`src/design/spot_cone_bounding_sphere_macros.svh`:
```
// Assertion macros included by spot_cone_bounding_sphere.sv.
`ifndef SPOT_CONE_BOUNDING_SPHERE_MACROS_SVH
`define SPOT_CONE_BOUNDING_SPHERE_MACROS_SVH

// The consequent must hold in the same cycle as the antecedent.
`define SCBS_ASSERT_IMP(label, ante, cons, msg) \
	label: assert property (@(posedge clk) disable iff (!arst_n) (ante) |-> (cons)) \
		else $error(msg);

// The consequent must hold in the cycle after the antecedent.
`define SCBS_ASSERT_NXT(label, ante, cons, msg) \
	label: assert property (@(posedge clk) disable iff (!arst_n) (ante) |=> (cons)) \
		else $error(msg);

`endif

```
`src/design/scbs_pkg.sv`:
```
package scbs_pkg;

	localparam int CORDIC_STEPS_DEF = 16;
	localparam int CORDIC_TABLE_LEN = 24;
	localparam int DIV_STEPS = 31;
	localparam int SQRT_STEPS = 15;

	localparam logic [14:0] PI_Q13 = 15'd25736;
	localparam logic [14:0] ONE_Q14 = 15'd16384;
	localparam logic [14:0] COS_QUARTER_PI_Q14 = 15'd11586;
	localparam logic signed [33:0] CORDIC_GAIN_Q30 = 34'sd652032874;

	typedef struct packed {
		logic signed [31:0] tip_x;
		logic signed [31:0] tip_y;
		logic signed [31:0] tip_z;
		logic signed [15:0] dir_x;
		logic signed [15:0] dir_y;
		logic signed [15:0] dir_z;
		logic [30:0] reach;
		logic [15:0] umbra_angle;
		logic [15:0] penumbra_angle;
	} light_t;

	typedef struct packed {
		logic signed [31:0] center_x;
		logic signed [31:0] center_y;
		logic signed [31:0] center_z;
		logic [30:0] radius;
		logic [14:0] cos_inner;
		logic [14:0] cos_outer;
		logic [14:0] umbra_clamped;
		logic [14:0] penumbra_clamped;
	} sphere_t;

	typedef struct packed {
		logic signed [31:0] tip_x;
		logic signed [31:0] tip_y;
		logic signed [31:0] tip_z;
		logic signed [15:0] dir_x;
		logic signed [15:0] dir_y;
		logic signed [15:0] dir_z;
		logic [30:0] reach;
		logic [14:0] um;
		logic [14:0] pe;
		logic [14:0] ci;
		logic [14:0] co;
	} side_t;

	function automatic logic signed [33:0] atan_q30(input int idx);
		case (idx)
			0: atan_q30 = 34'sd843314856;
			1: atan_q30 = 34'sd497837829;
			2: atan_q30 = 34'sd263043836;
			3: atan_q30 = 34'sd133525158;
			4: atan_q30 = 34'sd67021686;
			5: atan_q30 = 34'sd33543515;
			6: atan_q30 = 34'sd16775850;
			7: atan_q30 = 34'sd8388437;
			8: atan_q30 = 34'sd4194282;
			9: atan_q30 = 34'sd2097149;
			10: atan_q30 = 34'sd1048575;
			11: atan_q30 = 34'sd524287;
			12: atan_q30 = 34'sd262143;
			13: atan_q30 = 34'sd131071;
			14: atan_q30 = 34'sd65535;
			15: atan_q30 = 34'sd32767;
			16: atan_q30 = 34'sd16383;
			17: atan_q30 = 34'sd8191;
			18: atan_q30 = 34'sd4095;
			19: atan_q30 = 34'sd2047;
			20: atan_q30 = 34'sd1023;
			21: atan_q30 = 34'sd511;
			22: atan_q30 = 34'sd255;
			23: atan_q30 = 34'sd127;
			default: atan_q30 = 34'sd0;
		endcase
	endfunction

endpackage

```
`src/design/scbs_divsqrt.sv`:
```
module scbs_divsqrt (
	input  logic clk,
	input  logic en,
	input  logic [44:0] num,
	input  logic [14:0] den,
	input  logic [28:0] rad_sq,
	output logic [30:0] quo,
	output logic [14:0] root
);

	localparam int N = scbs_pkg::DIV_STEPS;

	logic [15:0] rem_s [1:N];
	logic [30:0] low_s [1:N];
	logic [30:0] quo_s [1:N];
	logic [14:0] den_s [1:N];
	logic [17:0] srem_s [1:N];
	logic [29:0] sv_s [1:N];
	logic [14:0] sq_s [1:N];

	for (genvar i = 0; i < N; i++) begin : g_step
		logic [15:0] remp;
		logic [30:0] lowp;
		logic [30:0] quop;
		logic [14:0] denp;
		logic [17:0] sremp;
		logic [29:0] svp;
		logic [14:0] sqp;
		logic [15:0] r2;
		logic [17:0] t_rem;
		logic [17:0] trial;

		if (i == 0) begin : g_first
			assign remp = {2'b00, num[44:31]};
			assign lowp = num[30:0];
			assign quop = '0;
			assign denp = den;
			assign sremp = '0;
			assign svp = {1'b0, rad_sq};
			assign sqp = '0;
		end else begin : g_next
			assign remp = rem_s[i];
			assign lowp = low_s[i];
			assign quop = quo_s[i];
			assign denp = den_s[i];
			assign sremp = srem_s[i];
			assign svp = sv_s[i];
			assign sqp = sq_s[i];
		end

		assign r2 = {remp[14:0], lowp[30]};
		assign t_rem = {sremp[15:0], svp[29:28]};
		assign trial = {1'b0, sqp, 2'b01};

		always_ff @(posedge clk) begin
			if (en) begin
				den_s[i+1] <= denp;
				low_s[i+1] <= {lowp[29:0], 1'b0};
				if (r2 >= {1'b0, denp}) begin
					rem_s[i+1] <= r2 - {1'b0, denp};
					quo_s[i+1] <= {quop[29:0], 1'b1};
				end else begin
					rem_s[i+1] <= r2;
					quo_s[i+1] <= {quop[29:0], 1'b0};
				end
				sv_s[i+1] <= {svp[27:0], 2'b00};
				if (i < scbs_pkg::SQRT_STEPS) begin
					if (t_rem >= trial) begin
						srem_s[i+1] <= t_rem - trial;
						sq_s[i+1] <= {sqp[13:0], 1'b1};
					end else begin
						srem_s[i+1] <= t_rem;
						sq_s[i+1] <= {sqp[13:0], 1'b0};
					end
				end else if (i == scbs_pkg::SQRT_STEPS) begin
					srem_s[i+1] <= sremp;
					sq_s[i+1] <= sqp + 15'(sremp > {3'b000, sqp});
				end else begin
					srem_s[i+1] <= sremp;
					sq_s[i+1] <= sqp;
				end
			end
		end
	end

	assign quo = quo_s[N];
	assign root = sq_s[N];

endmodule

```
`config.mk`:
```
export PLATFORM = sky130hd
export DESIGN_NAME = scbs_divsqrt
export DESIGN_NICKNAME = d
export VERILOG_FILES = /design/src/design/spot_cone_bounding_sphere_macros.svh /design/src/design/scbs_pkg.sv /design/src/design/scbs_divsqrt.sv
export SDC_FILE = /design/constraint.sdc
export NUM_CORES = 2
export LEC_CHECK = 0
export ABC_AREA = 1
export BUFFER_PORTS_ARGS = -buffer_cell sky130_fd_sc_hd__buf_2
export CORE_MARGIN = 2
export CORE_UTILIZATION = 29
export CTS_CLUSTER_SIZE = 40
export DETAILED_ROUTE_END_ITERATION = 12
export GPL_ROUTABILITY_DRIVEN = 0
export PLACE_DENSITY_LB_ADDON = 0.15
export SYNTH_ARGS = -nofsm -noshare
export SYNTH_HDL_FRONTEND = slang
export SYNTH_MEMORY_MAX_BITS = 65536
export SYNTH_SLANG_ARGS = --single-unit
```
`constraint.sdc`:
```
create_clock -name clk -period 2.6 [get_ports clk]
set_input_delay 0.39 -clock clk [delete_from_list [all_inputs] [get_ports clk]]
set_output_delay 0.39 -clock clk [all_outputs]
set_load 0.03 [all_outputs]
```
Word-level counts from Yosys, hierarchy flattened
Memories as Yosys holds them, arrays and structs flattened. Cells that the tools add are included.

Bits in registers: 0. RAM bits: 4743. Input port bits: 91. Logic and storage cells: 563. Memories kept: 7.

$add $sub $neg: 47. $lt $le $gt $ge: 47. Mux-type cells: 370. Bitwise gates (word level): 92.

Memory list: quo_s (depth 31, width 31, read ports 31, clocked after memory_dff 0, write ports 31, RTL line scbs_divsqrt.sv:15) `logic [30:0] quo_s [1:N];`; low_s (depth 31, width 30, read ports 30, clocked after memory_dff 0, write ports 31, RTL line scbs_divsqrt.sv:14) `logic [30:0] low_s [1:N];`; sv_s (depth 31, width 28, read ports 30, clocked after memory_dff 0, write ports 31, RTL line scbs_divsqrt.sv:18) `logic [29:0] sv_s [1:N];`; srem_s (depth 31, width 18, read ports 30, clocked after memory_dff 0, write ports 31, RTL line scbs_divsqrt.sv:17) `logic [17:0] srem_s [1:N];`; rem_s (depth 31, width 16, read ports 30, clocked after memory_dff 0, write ports 31, RTL line scbs_divsqrt.sv:13) `logic [15:0] rem_s [1:N];`; den_s (depth 31, width 15, read ports 30, clocked after memory_dff 0, write ports 31, RTL line scbs_divsqrt.sv:16) `logic [14:0] den_s [1:N];`; +1 memories.

Operators with widths (count): 31-bit two-way mux (31); 16-bit two-way mux (31); 16-bit by 15-bit >= comparator with 1-bit output (30); 16-bit by 15-bit subtractor with 16-bit output (30); 1-bit two-way mux (278); 18-bit two-way mux (15); 18-bit by 17-bit >= comparator with 1-bit output (14); 18-bit by 17-bit subtractor with 18-bit output (14); 15-bit two-way mux (15); 1-bit OR (92); 18-bit by 15-bit > comparator with 1-bit output (1); 15-bit by 15-bit subtractor with 16-bit output (1); 15-bit by 1-bit adder with 15-bit output (1); 15-bit >= comparator (1); 1-bit by 1-bit subtractor with 2-bit output, second input constant (1); 1-bit >= comparator, second input constant (1).

Depth between registers and ports, before layout
An unclocked memory read counts as a cell.

Depth after elaboration: 6. Mapped depth: 19.

Worst setup path before layout
Ideal clock, no wire load.

Path kind: register -> register. Start point: register sq_s[0][236] (netlist name). End point: register sq_s[1][12] (netlist name). Data arrival time: 2.381 ns. Required time: 2.342 ns. Setup slack: -0.039 ns. Cell stages (with the launch flop): 16. Clock period less this slack: 2.639 ns. Path through: edfxtp_1 > inv_1 > ha_1 > nand2_1 > nor3_1 > nand4_1 > nand3_1 > nand2_1 > inv_1 > ha_1 > ha_1 > nand3_1 > nor3_1 > and3_1 > nand3_1 > xor2_1.

==> results.toml <==
[global_route]
antenna_violations_before_repair = 12
maximum_number_of_pins_on_one_net_before_global_route_repair = 146
via_count_of_the_first_global_routing_pass = 78100
first_pass_grt_wire_length_mm = 440
gr-usage-all-layers_pct = 12.6
grt_overflow = 0

[setup_path]
r2r-start = "srem_s[0][284]$_DFFE_PP_"
critPathKind = "flip-flop to flip-flop"
worst_path_max_delay_cell = "edfxtp_1"
cp_data_required_time_ps = 3240
worstPathCellList = "ha_4, inv_2, nor2_4, nand2_2, nor3_2, buf_4, nand4_1, nand3_1, nand2_1, inv_2, ha_4, ha_4, nand3_4, nor3_4, and3_4, nand2_2, xor2_1"
critical_path.max_fanout = 3
crit_path_start = "srem_s[0][284]$_DFFE_PP_"
critical_path_arrival_ps = 3240
critical_path.most_common_cell = "ha_4"
timing.critical_path.from_type = "flip-flop"
timing.rr.end = "sq_s[1][14]$_DFFE_PP_"
r2r_slack_ps = 1
max_stage_delay_ps = 410
critical_path.endpoint_type = "flip-flop"
worst_r2r_path_depth = 17

[sta]
final-setup-viol-count = 0
max_clock_freq_ghz = 0.385
timing.final.hold_violations = 0
finalHoldWorstSlack_ps = 192
period_minus_slack_ps = 2600
setup_total_negative_slack_ps = 0
max_slew.worst_pin.slew_ps = 881
post-route-worst-setup-slack_ps = 1.39
maxSlewHeadroom_pct = 41.2
timing_max_transition_violations_final = 0
post-route-period-util_pct = 99.9
rsz_0062_raised_after_global_routing = "true"
timing.clock.skew_ps = 47.5

[drt]
vias = 78600
drt_first_pass_iters = 5
drc = 0
drt_iter0_drc = 5096
wirelength_per_cell_um = 15.3
drt.antenna.violating_nets = 0
wirelength_mm = 279
route.detailed.vias_per_inst = 4.31

[yosys]
count_of_flip_flops_with_a_built_in_enable_after_synthesis = 2652
synth.avg_cell_area_um2 = 10.7
async_set_reset_flop_share_out_of_synthesis_pct = 0
syn-num-nets = 12400
synth_seq_area_share_pct = 63.7
dominantRegCellSynth = "edfxtp_1"
post_synth_instance_area_um2 = 125000
yosysUniqueCellTypes = 46
warnings_from_yosys = 0
postSynthCellCount = 11600
yosys_register_bits = 2652

[floorplan]
die_h_um = 661
floorplan.initialDensity_pct = 29.1
row_count = 241
die-area_um2 = 437000
boundaryPins = 137
die_x_um = 661
fp.coreArea_um2 = 430000

[min_path]
hold_path_end = "low_s[0][34]$_DFFE_PP_"
min_from = "num[4]"
hold_depth = 2
worstHoldPathType = "input pin to flip-flop"

[finish]
finish.net_count = 13000
commonest_cells_after_routing_fill_and_taps_aside = "nand2_1 (3258), edfxtp_1 (2652), inv_1 (1744)"
layout.cells.non_filler = 18200
drive_above_1_share_pct = 7.39
final_common_cell = "nand2_1"
synthToLayoutAreaGrowth_pct = 16.3

[power_and_ir_drop]
power.ir.vdd_worst_mv = 0.499
cellPowerDensity_nw_per_um2 = 980
leakage_nw = 61.7
finalPower_mw = 143

[cts]
clock_tree.htree_level_count = 5
clock_path_buffers = 4
clock_tree_from_tritoncts = "yes"
number_of_buffers_created_by_cts = 317
cts_clock_pin_slew_for_the_worst_setup_and_hold_paths_ps = 60
worst_skew_pair.late_latency_ps = 930
clock-root-buffer = "clkbuf_16"
clock_sinks = 2652

[status]
outcome = "finished, final reports clean"

[run]
cap_violations = 0

[placed_design]
port_bufs = 136
post-dp-hpwl_mm = 205
pre_cts_ws_ps = -205
place_inst = 17600
-- stage by stage --
stage | cell area, um^2 | util, %
4_1_cts | 145000 | 33.8
6_report | 145000 | 33.8
3_5_place_dp | 134000 | 31.2
5_1_grt | 145000 | 33.8
3_3_place_gp | 134000 | 31.2
2_1_floorplan | 125000 | -
-- cells in the mapped netlist, types with 5 or more instances --
cell	instances	area, um^2
nand2_1	3262	12200
buf_4	54	405
nor2_1	650	2440
o21bai_1	17	128
o21ai_0	404	2020
xnor2_1	166	1450
nand2b_1	11	68.8
nor3_1	128	641
buf_6	11	124
o21a_1	12	90.1
a21boi_0	15	113
or2_2	6	37.5
nor4_1	5	31.3
nand3_4	9	158
xor2_1	148	1300
clkbuf_1	73	274
fa_1	30	601
nand3_1	616	3080
nand4_1	286	1790
and2_1	25	156
nand2_2	25	156
inv_1	1748	6560
nand3b_1	102	766
a21oi_1	435	2180
o21ai_1	37	185
edfxtp_1	2652	79600
nor4_4	10	213
inv_2	26	97.6
and3_1	7	43.8
ha_1	618	7730
buf_2	28	140
-- power breakdown --
| group | total [mW] | switching (mW) | internal, mW |
|---|---|---|---|
| clock | 43.8 | 17.8 | 26.0 |
| sequential | 59.3 | 3.74 | 55.5 |
| combinational | 39.5 | 25.0 | 14.4 |
| total | 143 | 46.6 | 96.0 |
-- per-layer routing --
| metal | wire length [um] | vias up | global-route usage (%) | part of all wire, % |
|---|---|---|---|---|
| li1 | - | 40500 | - | - |
| met1 | 133000 | 36600 | 17.2 | 48 |
| met2 | 129000 | 1063 | 20.9 | 46 |
| met3 | 9210 | 413 | 1.59 | 3.3 |
| met4 | 7690 | 0 | 3.76 | 2.8 |
| met5 | 0 | - | 0 | 0 |
-- area by class of cell --
type / instances / area [um^2]
well taps: 5710 / 7140
clock buffers: 384 / 8270
diodes: 3 / 7.51
flip-flops and latches: 2652 / 79600
clock inverters: 184 / 1980
multi-input cells: 7049 / 38000
inverters: 1776 / 6680
repair buffers: 460 / 3740
fillers: 43500 / 285000
-- state kept, by name, summed over array words and instances, names as in the netlist --
signal  cells
low_s     465
rem_s     450
den_s     450
sv_s      210
sq_s      360
srem_s    221
quo_s     496
-- what timing repair did --
item,4_1_cts,5_1_grt
pin swaps,8,13
endpoints found under the hold margin,118,0
buffers inserted,0,2
resized for setup,13,28
hold buffers,90,0
endpoints found under the setup margin,8,15
-- kinds of logic after synthesis --
kind of cell             after synthesis  share of synthesized area, %
AND/OR/NAND/NOR                     5156                          17.5
flip-flops                          2652                          63.7
XOR/XNOR                             314                          2.20
adder cells (fa/ha/maj)              648                          6.66
AO/OA/AOI/OAI                        931                          3.85
buffers and inverters               1942                          6.09
-- worst max-delay path, delay by kind of cell (launching register included) --
family	cells	cell delay (ps)
xor+xnor	1	150
fa+ha+maj	3	590
buf+inv	3	240
flops	1	410
simple gates	10	960
-- how the worst max path moves through the flow --
stage,end,slack (ps)
5_1_grt,sq_s[1][13]$_DFFE_PP_,-180
6_report,sq_s[1][14]$_DFFE_PP_,1
2_1_floorplan,sq_s[1][12]$_DFFE_PP_,30
4_1_cts,sq_s[1][14]$_DFFE_PP_,-140
3_3_place_gp,sq_s[1][12]$_DFFE_PP_,-200
3_5_place_dp,sq_s[1][12]$_DFFE_PP_,-210
(Power assumes the default switching activity.)
